<file path="src/hdl/sgwu_pkg.sv">
// ----------------------------------------------------------------------------
// sgwu_pkg: shared types, constants and exp helpers
// Register indexes, field widths, pipeline tags and the 2^-y table.
// ----------------------------------------------------------------------------
package sgwu_pkg;

  localparam int CFG_IDX_W  = 3;
  localparam int CFG_DATA_W = 24;
  localparam int TIME_W     = 32;
  localparam int MU_W       = 24;
  localparam int PRM_W      = 16;
  localparam int IDX_W      = 16;
  localparam int WGT_W      = 16;

  // Window divider: quotient bits (one per stage) and remainder width.
  localparam int QW    = 25;
  localparam int REM_W = 32;

  localparam logic [CFG_IDX_W-1:0] REG_MU_P    = 3'd0;
  localparam logic [CFG_IDX_W-1:0] REG_SIGMA_P = 3'd1;
  localparam logic [CFG_IDX_W-1:0] REG_ALPHA_P = 3'd2;
  localparam logic [CFG_IDX_W-1:0] REG_MU_D    = 3'd3;
  localparam logic [CFG_IDX_W-1:0] REG_SIGMA_D = 3'd4;
  localparam logic [CFG_IDX_W-1:0] REG_BETA_D  = 3'd5;
  localparam logic [CFG_IDX_W-1:0] REG_GAIN_P  = 3'd6;
  localparam logic [CFG_IDX_W-1:0] REG_GAIN_D  = 3'd7;

  localparam logic [16:0] LOG2E_Q16 = 17'd94548;
  localparam logic [17:0] TWO_Q16   = 18'd131072;

  typedef struct packed {
    logic             op;
    logic [IDX_W-1:0] idx;
    logic [WGT_W-1:0] w;
  } tag_t;

  typedef struct packed {
    tag_t        tag;
    logic        far;
    logic [33:0] p;
  } div_side_t;

  // 2^(-j/16) in Q.16.
  function automatic logic [16:0] pow2_neg(input logic [4:0] j);
    logic [16:0] v;
    case (j)
      5'd0:    v = 17'd65536;
      5'd1:    v = 17'd62757;
      5'd2:    v = 17'd60097;
      5'd3:    v = 17'd57549;
      5'd4:    v = 17'd55109;
      5'd5:    v = 17'd52773;
      5'd6:    v = 17'd50535;
      5'd7:    v = 17'd48393;
      5'd8:    v = 17'd46341;
      5'd9:    v = 17'd44376;
      5'd10:   v = 17'd42495;
      5'd11:   v = 17'd40693;
      5'd12:   v = 17'd38968;
      5'd13:   v = 17'd37316;
      5'd14:   v = 17'd35734;
      5'd15:   v = 17'd34219;
      default: v = 17'd32768;
    endcase
    return v;
  endfunction

  // First half of exp(-x): scale a saturated Q.16 argument by log2(e).
  function automatic logic [23:0] exp_scale(input logic [22:0] x);
    logic [39:0] prod;
    prod = {17'b0, x} * {23'b0, LOG2E_Q16};
    return prod[39:16];
  endfunction

  // Second half of exp(-x): table, linear interpolation and integer shift.
  function automatic logic [16:0] exp_pow2(input logic [23:0] y);
    logic [16:0] lo;
    logic [16:0] hi;
    logic [11:0] diff;
    logic [23:0] corr;
    logic [16:0] v;
    lo   = pow2_neg({1'b0, y[15:12]});
    hi   = pow2_neg({1'b0, y[15:12]} + 5'd1);
    diff = 12'(lo - hi);
    corr = {12'b0, diff} * {12'b0, y[11:0]};
    v    = lo - {5'b0, corr[23:12]};
    if (|y[23:21]) begin
      return 17'd0;
    end
    return v >> y[20:16];
  endfunction

endpackage

</file>
<file path="src/hdl/sgwu_div.sv">
// ----------------------------------------------------------------------------
// sgwu_div: pipelined restoring divider for the window exponent
// One quotient bit per stage, side data travelling alongside.
// ----------------------------------------------------------------------------
module sgwu_div import sgwu_pkg::*; (
  input  logic             clk_i,
  input  logic             rst_ni,
  input  logic             in_valid_i,
  output logic             in_ready_o,
  input  logic [REM_W-1:0] dividend_hi_i,
  input  logic [QW-1:0]    dividend_lo_i,
  input  logic [REM_W-1:0] divisor_i,
  input  div_side_t        side_i,
  output logic             out_valid_o,
  input  logic             out_ready_i,
  output logic [QW-1:0]    quotient_o,
  output div_side_t        side_o
);

  logic [QW-1:0]    v_q;
  logic [QW-1:0]    en;
  logic [REM_W-1:0] rem_q [QW];
  logic [QW-1:0]    low_q [QW];
  logic [QW-1:0]    quo_q [QW];
  logic [REM_W-1:0] dvs_q [QW];
  div_side_t        side_q [QW];

  // A stage takes new data when it is empty or its successor moves on.
  always_comb begin
    en[QW-1] = !v_q[QW-1] || out_ready_i;
    for (int k = QW - 2; k >= 0; k--) begin
      en[k] = !v_q[k] || en[k+1];
    end
  end

  for (genvar k = 0; k < QW; k++) begin : g_stage
    logic             v_in;
    logic [REM_W-1:0] rem_in;
    logic [QW-1:0]    low_in;
    logic [QW-1:0]    quo_in;
    logic [REM_W-1:0] dvs_in;
    div_side_t        side_in;
    logic [REM_W:0]   trial;
    logic             ge;
    logic [REM_W:0]   diff;

    if (k == 0) begin : g_first
      assign v_in    = in_valid_i;
      assign rem_in  = dividend_hi_i;
      assign low_in  = dividend_lo_i;
      assign quo_in  = '0;
      assign dvs_in  = divisor_i;
      assign side_in = side_i;
    end else begin : g_next
      assign v_in    = v_q[k-1];
      assign rem_in  = rem_q[k-1];
      assign low_in  = low_q[k-1];
      assign quo_in  = quo_q[k-1];
      assign dvs_in  = dvs_q[k-1];
      assign side_in = side_q[k-1];
    end

    assign trial = {rem_in, low_in[QW-1]};
    assign ge    = trial >= {1'b0, dvs_in};
    assign diff  = ge ? (trial - {1'b0, dvs_in}) : trial;

    always_ff @(posedge clk_i or negedge rst_ni) begin
      if (!rst_ni) begin
        v_q[k] <= 1'b0;
      end else if (en[k]) begin
        v_q[k] <= v_in;
      end
    end

    always_ff @(posedge clk_i) begin
      if (en[k]) begin
        rem_q[k]  <= diff[REM_W-1:0];
        low_q[k]  <= {low_in[QW-2:0], 1'b0};
        quo_q[k]  <= {quo_in[QW-2:0], ge};
        dvs_q[k]  <= dvs_in;
        side_q[k] <= side_in;
      end
    end
  end

  assign in_ready_o  = en[0];
  assign out_valid_o = v_q[QW-1];
  assign quotient_o  = quo_q[QW-1];
  assign side_o      = side_q[QW-1];

endmodule

</file>
<file path="config.mk">
export PLATFORM = sky130hd
export DESIGN_NAME = sgwu_div
export DESIGN_NICKNAME = d
export VERILOG_FILES = /design/src/hdl/sgwu_pkg.sv /design/src/hdl/sgwu_div.sv
export SDC_FILE = /design/constraint.sdc
export NUM_CORES = 2
export LEC_CHECK = 0
export ABC_AREA = 1
export BUFFER_PORTS_ARGS = -buffer_cell sky130_fd_sc_hd__buf_2
export CAP_MARGIN = 10
export CORE_AREA = 3 3 616 465
export CTS_BUF_LIST = sky130_fd_sc_hd__clkbuf_2 sky130_fd_sc_hd__clkbuf_4 sky130_fd_sc_hd__clkbuf_8
export CTS_CLUSTER_DIAMETER = 150
export DETAILED_ROUTE_END_ITERATION = 7
export DIE_AREA = 0 0 619 468
export PLACE_DENSITY = 0.72
export SLEW_MARGIN = 20
export SYNTH_ARGS = -nofsm -noshare
export SYNTH_HDL_FRONTEND = slang
export SYNTH_MEMORY_MAX_BITS = 65536
export SYNTH_SLANG_ARGS = --single-unit
</file>
<file path="constraint.sdc">
create_clock -name clk_i -period 50.7 [get_ports clk_i]
set_clock_uncertainty 0.05 [all_clocks]
set_input_delay 2.535 -clock clk_i [delete_from_list [all_inputs] [get_ports clk_i]]
set_output_delay 2.535 -clock clk_i [all_outputs]
set_load 0.005 [all_outputs]
</file>
==> Word-level counts from Yosys, hierarchy flattened <==
Memory sizes are Yosys's and may differ from the RTL's.
Cells that the tools add are included.
{ "word_totals": {"reg_bits": 25, "ram_bits": 4525, "output_inout_bits": 95, "n_memories": 5, "in_bits": 161, "word_cells": 205} }
{ "mem_list": {"columns": ["memory", "depth", "word_bits", "rd", "rd_clocked_by_memory_dff", "wr", "line_no", "source"], "rows": [
  ["side_q", 25, 68, 25, 0, 25, "sgwu_div.sv:26", "div_side_t side_q [QW];"],
  ["dvs_q", 25, 32, 24, 0, 25, "sgwu_div.sv:25", "logic [REM_W-1:0] dvs_q [QW];"],
  ["rem_q", 25, 32, 24, 0, 25, "sgwu_div.sv:22", "logic [REM_W-1:0] rem_q [QW];"],
  ["quo_q", 25, 25, 25, 0, 25, "sgwu_div.sv:24", "logic [QW-1:0] quo_q [QW];"],
  ["low_q", 25, 24, 24, 0, 25, "sgwu_div.sv:23", "logic [QW-1:0] low_q [QW];"]
]} }
{ "op_classes": {"muxes": 75, "reduce_logical": 50, "order_cmp": 25, "addsub": 25} }
{ "op_table": {"columns": ["cell", "count"], "rows": [
  ["$ge A33 B32 Y1", 25],
  ["$mux W32", 25],
  ["$sub A32 B32 Y32", 25],
  ["$mux W1", 50],
  ["$logic_not A1 Y1", 25],
  ["$logic_or A1 B1 Y1", 25]
]} }

==> Longest topological paths before layout <==
{ "depth": {"ltp_word": 28, "depth_mapped": 21, "mapped_depth_nobuf": 21} }

==> Least setup slack after synthesis <==
Ideal clock, no wire load.
{ "synth_path": {"kind": "input to output", "start": "in out_ready_i", "end": "out in_ready_o", "path_slack_ns": 29.592, "t_arrival_ns": 18.523, "n_path_buf": 0, "cell_stages": 14, "t_required_ns": 48.115, "path_cell_list": "inv_1 > nand3_2 > nor2_4 > nand4_4 > nor2_4 > nand4_4 > nor2_4 > nand4_4 > nor2_4 > nand4_4 > nor2_4 > nand4_4 > nor2_4 > nand3_2"} }
{ "synth_between": {"elab_chain_len": 25} }
{ "synth_lines": {"columns": ["element", "line_no", "source"], "rows": [
  ["from (decl)", "sgwu_div.sv:15", "input logic out_ready_i,"],
  ["$logic_or A1 B1 Y1", "sgwu_div.sv:30", "en[QW-1] = !v_q[QW-1] || out_ready_i;"],
  ["$logic_or A1 B1 Y1", "sgwu_div.sv:32", "en[k] = !v_q[k] || en[k+1];"],
  ["named net en[23]", "sgwu_div.sv:21", "logic [QW-1:0] en;"],
  ["$logic_or A1 B1 Y1 (4 in series)", "sgwu_div.sv:32", null],
  ["named net en[19]", "sgwu_div.sv:21", null],
  ["$logic_or A1 B1 Y1 (4 in series)", "sgwu_div.sv:32", null],
  ["named net en[15]", "sgwu_div.sv:21", null],
  ["$logic_or A1 B1 Y1 (4 in series)", "sgwu_div.sv:32", null],
  ["named net en[11]", "sgwu_div.sv:21", null],
  ["$logic_or A1 B1 Y1 (4 in series)", "sgwu_div.sv:32", null],
  ["named net en[7]", "sgwu_div.sv:21", null],
  ["$logic_or A1 B1 Y1 (4 in series)", "sgwu_div.sv:32", null],
  ["named net en[3]", "sgwu_div.sv:21", null],
  ["$logic_or A1 B1 Y1 (3 in series)", "sgwu_div.sv:32", null],
  ["to (decl)", "sgwu_div.sv:9", "output logic in_ready_o,"]
]} }
The timed path passes the listed nets, and every way through them passes these cells.

==> Worst setup path in the final report <==
Same ends and word-level chain as after synthesis.

==> impl_metrics.xml <==
<?xml version="1.0" encoding="UTF-8"?>
<metrics>
  <group name="worst_hold_path">
    <metric name="worst_hold_path.num_cells" unit="">0</metric>
    <metric name="timing.hold.worst.class" unit="">reg -&gt; reg</metric>
    <metric name="holdPathEnd" unit="">side_q[0][461]</metric>
    <metric name="worst_hold_startpoint" unit="">side_q[0][393]</metric>
  </group>
  <group name="place">
    <metric name="buffer_ports.inserted" unit="">255</metric>
    <metric name="globalplace.congestion" unit="">0.998</metric>
    <metric name="hpwlAfterDp" unit="µm">329000</metric>
    <metric name="setup_slack_after_placement" unit="ps">38510</metric>
  </group>
  <group name="die">
    <metric name="die_w" unit="µm">619</metric>
    <metric name="start_util" unit="%">60.1</metric>
    <metric name="core" unit="µm²">280000</metric>
    <metric name="die-height" unit="µm">468</metric>
    <metric name="dieArea" unit="µm²">290000</metric>
    <metric name="fp-row-count" unit="">168</metric>
    <metric name="ios" unit="">256</metric>
  </group>
  <group name="sta">
    <metric name="slew_violations" unit="">0</metric>
    <metric name="final.setup.worst_slack" unit="ps">38630</metric>
    <metric name="min_period_over_period" unit="%">23.8</metric>
    <metric name="max_clock_freq" unit="MHz">82.9</metric>
    <metric name="grt_setup_unrepaired" unit="">no</metric>
    <metric name="normalized_max_slew_margin" unit="%">19.6</metric>
    <metric name="worst-slew-pin-transition" unit="ps">1190</metric>
    <metric name="layout_min_cycle_time" unit="ps">12070</metric>
    <metric name="final-setup-viol-count" unit="">0</metric>
    <metric name="final_hold_viol_count" unit="">0</metric>
    <metric name="totalNegativeSetupSlack" unit="ps">0</metric>
  </group>
  <group name="routing">
    <metric name="routed.top_layer" unit="">met5</metric>
    <metric name="drt_first_iter_violations" unit="">12000</metric>
    <metric name="route.antenna.remaining_nets" unit="">0</metric>
    <metric name="post-route-drc-count" unit="">0</metric>
    <metric name="routedWlPerCell" unit="µm">24.6</metric>
    <metric name="dr.pass1.iters" unit="">7</metric>
    <metric name="wirelength" unit="µm">440000</metric>
    <metric name="wl_met3" unit="µm">45200</metric>
    <metric name="via_to_cell_ratio" unit="">5.77</metric>
    <metric name="m1WireLength" unit="µm">200000</metric>
    <metric name="detailroute.via_count" unit="">103000</metric>
    <metric name="met2_wirelength" unit="µm">185000</metric>
  </group>
  <group name="synth">
    <metric name="synthesis.area_per_instance" unit="µm²">13.0</metric>
    <metric name="synth_enable_flop_cells" unit="">3861</metric>
    <metric name="synth_cell_types" unit="">58</metric>
    <metric name="synthTopCellsByArea" unit="">sky130_fd_sc_hd__edfxtp_1 69%, sky130_fd_sc_hd__ha_1 5.9%, sky130_fd_sc_hd__nand2_1 5.1%</metric>
    <metric name="post-synth-top-area-fraction" unit="%">68.9</metric>
    <metric name="postSynth.asyncResetShare" unit="%">0.643</metric>
    <metric name="synth.yosys.seq_area_share" unit="%">69.3</metric>
    <metric name="synthesis.nets" unit="">14000</metric>
    <metric name="syn-cell-area" unit="µm²">168000</metric>
    <metric name="dominantRegCellSynth" unit="">sky130_fd_sc_hd__edfxtp_1</metric>
    <metric name="ys_warn_count" unit="">0</metric>
    <metric name="yosys.area.top_type" unit="">sky130_fd_sc_hd__edfxtp_1</metric>
    <metric name="ys_seq_elements" unit="">3886</metric>
    <metric name="netlist_instances" unit="">13000</metric>
  </group>
  <group name="cts">
    <metric name="clk_path_buf_depth" unit="">4</metric>
    <metric name="clock_buffer_count_from_cts" unit="">577</metric>
    <metric name="cts.sinks" unit="">3886</metric>
    <metric name="clk_root_buffer_cell" unit="">sky130_fd_sc_hd__clkbuf_8</metric>
    <metric name="clk_pin_slew_worst_paths" unit="ps">70</metric>
    <metric name="cts_tree" unit="">done</metric>
    <metric name="ctsHtreeMaxLevel" unit="">6</metric>
    <metric name="post_cts.repair.setup_buffers" unit="">0</metric>
    <metric name="post_cts_resized" unit="">0</metric>
    <metric name="clock_latency" unit="ps">1070</metric>
    <metric name="hold_fix_buffer_count_after_cts" unit="">0</metric>
  </group>
  <group name="setup_path">
    <metric name="critical-path-slowest-cell" unit="">sky130_fd_sc_hd__nand4_4</metric>
    <metric name="regToRegEndpoint" unit="">low_q[0][18]</metric>
    <metric name="critical_path.reg2reg.startpoint" unit="">out_valid_o</metric>
    <metric name="data_arrival_critical_path" unit="ps">9480</metric>
    <metric name="cp_cell_instances" unit="">buf_2 &gt; inv_1 &gt; nand3_4 &gt; nor2_4 &gt; nand4_4 &gt; nor2_4 &gt; nand4_4 &gt; buf_4 &gt; nor2_4 &gt; nand4_4 &gt; nor2_4 &gt; nand4_4 &gt; nor2_4 &gt; nand4_4 &gt; nor2_4 &gt; nand3_4 &gt; buf_2</metric>
    <metric name="critical_path.top_delay_family" unit="">simple AND/OR/NAND/NOR gates</metric>
    <metric name="setup.worst_path.class" unit="">in -&gt; out</metric>
    <metric name="critical_path.max_fanout" unit="">57</metric>
    <metric name="worstSetupStartpointType" unit="">input port</metric>
    <metric name="cp_data_required_time" unit="ps">48110</metric>
    <metric name="regToRegSetupSlack" unit="ps">42330</metric>
    <metric name="critical_path.endpoint_type" unit="">primary output</metric>
    <metric name="crit_path_frequent_cell" unit="">sky130_fd_sc_hd__nor2_4</metric>
    <metric name="critical-path-max-stage-delay" unit="ps">810</metric>
    <metric name="worst_r2r_path_depth" unit="">16</metric>
    <metric name="critPathBufInv" unit="">4</metric>
  </group>
  <group name="final_layout">
    <metric name="areaGrowthSynthToFinish" unit="%">9.92</metric>
    <metric name="final_cell_mix" unit="">3861 x sky130_fd_sc_hd__edfxtp_1, 2281 x sky130_fd_sc_hd__nand2_1, 1587 x sky130_fd_sc_hd__inv_1, 824 x sky130_fd_sc_hd__a21oi_1, 800 x sky130_fd_sc_hd__ha_1</metric>
    <metric name="layout-drive-gt1-share" unit="%">10.7</metric>
    <metric name="layout_commonest_cell" unit="">sky130_fd_sc_hd__edfxtp_1</metric>
    <metric name="nets" unit="">14700</metric>
  </group>
  <group name="global_route">
    <metric name="maximum_number_of_pins_on_one_net_before_global_route_repair" unit="">107</metric>
    <metric name="antenna_found_initial" unit="">37</metric>
    <metric name="first_global_vias" unit="">98900</metric>
    <metric name="globalRouteOverflowTotal" unit="">0</metric>
    <metric name="grt_first_pass_wirelength" unit="µm">642000</metric>
    <metric name="grt_use_total" unit="%">30.1</metric>
  </group>
  <group name="pwr">
    <metric name="peakVddDrop" unit="mV">0.0369</metric>
    <metric name="static_leakage" unit="nW">75.6</metric>
    <metric name="power.total" unit="mW">13.0</metric>
    <metric name="power.density" unit="nW/µm²">70.4</metric>
  </group>
  <group name="job">
    <metric name="cap_viol_max_count" unit="">0</metric>
  </group>
  <group name="status">
    <metric name="result_of_the_run" unit="">finished clean</metric>
  </group>
</metrics>
==> layer usage <==
layer	track usage, %	vias to the layer above
li1	-	47500
met1	46.9	50200
met2	42.6	4847
met3	7.50	705
met4	7.38	16
met5	0	-
==> power breakdown <==
| part | leakage [nW] | internal [mW] | switching [mW] | total [mW] |
|---|---|---|---|---|
| logic | 29.6 | 1.64 | 3.40 | 5.04 |
| clock network | 5.94 | 1.33 | 1.20 | 2.52 |
| registers | 40.1 | 4.86 | 0.601 | 5.46 |
==> area by class of cell <==
class / instances / area [µm²]
antenna: 8 / 20.0
clock buffer: 770 / 9520
clock inverter: 248 / 1790
fill: 19500 / 95000
inverter: 1624 / 6180
multi-input combinational: 7319 / 44500
sequential: 3886 / 117000
tap: 3740 / 4680
timing repair buffer: 308 / 1710
==> Yosys cell counts, types with 15 or more instances <==
library cell	instances
sky130_fd_sc_hd__o21ai_0	629
sky130_fd_sc_hd__a21o_1	87
sky130_fd_sc_hd__clkbuf_1	33
sky130_fd_sc_hd__nand4_1	120
sky130_fd_sc_hd__a31oi_1	86
sky130_fd_sc_hd__nor2_1	622
sky130_fd_sc_hd__ha_1	800
sky130_fd_sc_hd__o221a_2	23
sky130_fd_sc_hd__nand3_1	203
sky130_fd_sc_hd__a221oi_1	48
sky130_fd_sc_hd__nand2_2	35
sky130_fd_sc_hd__buf_2	26
sky130_fd_sc_hd__nor4_1	59
sky130_fd_sc_hd__edfxtp_1	3861
sky130_fd_sc_hd__o21a_1	56
sky130_fd_sc_hd__inv_1	1599
sky130_fd_sc_hd__nor3_1	121
sky130_fd_sc_hd__o31ai_1	16
sky130_fd_sc_hd__nand2_1	2287
sky130_fd_sc_hd__xnor2_1	405
sky130_fd_sc_hd__a21oi_1	824
sky130_fd_sc_hd__a21boi_0	30
sky130_fd_sc_hd__fa_1	24
sky130_fd_sc_hd__o21ai_1	256
sky130_fd_sc_hd__o21ai_2	129
sky130_fd_sc_hd__dfrtp_1	25
sky130_fd_sc_hd__buf_4	15
sky130_fd_sc_hd__a21oi_2	16
sky130_fd_sc_hd__o211ai_1	18
sky130_fd_sc_hd__xor2_1	308
sky130_fd_sc_hd__buf_6	68
==> flip-flops by register name (all words and copies together) (netlist names) <==
register / cells
dvs_q: 768
low_q: 300
quo_q: 325
out_valid_o: 1
side_q: 1700
g_stage.v_in: 24
rem_q: 768
==> cell families after synthesis <==
kind of cell | share of synthesized area [%]
AND/OR/NAND/NOR | 8.55
flip-flops | 69.3
buffers and inverters | 4.32
adder cells (fa/ha/maj) | 6.23
XOR/XNOR | 3.71
AO/OA/AOI/OAI | 7.93
==> worst max-delay path by stage <==
stage | startpoint | endpoint | slack, ps | cells past startpoint
after floorplan | out_ready_i | in_ready_o | 29590 | 14
after CTS | out_ready_i | in_ready_o | 38450 | 17
after global placement | out_ready_i | in_ready_o | 39040 | 17
after detailed placement | out_ready_i | in_ready_o | 38510 | 17
final | out_ready_i | in_ready_o | 38630 | 17
after global routing | out_ready_i | in_ready_o | 38070 | 17
==> stage by stage <==
step	cells	hold slack (ps)	area [µm²]	utilization (%)
floorplan	13000	350	168000	-
global placement	16900	350	174000	62.0
detailed placement	16900	355	174000	62.0
CTS	17900	308	185000	66.1
global route	17900	327	185000	66.1
finish	17900	322	185000	66.1
No activity file was read; power rests on OpenSTA's default activity.
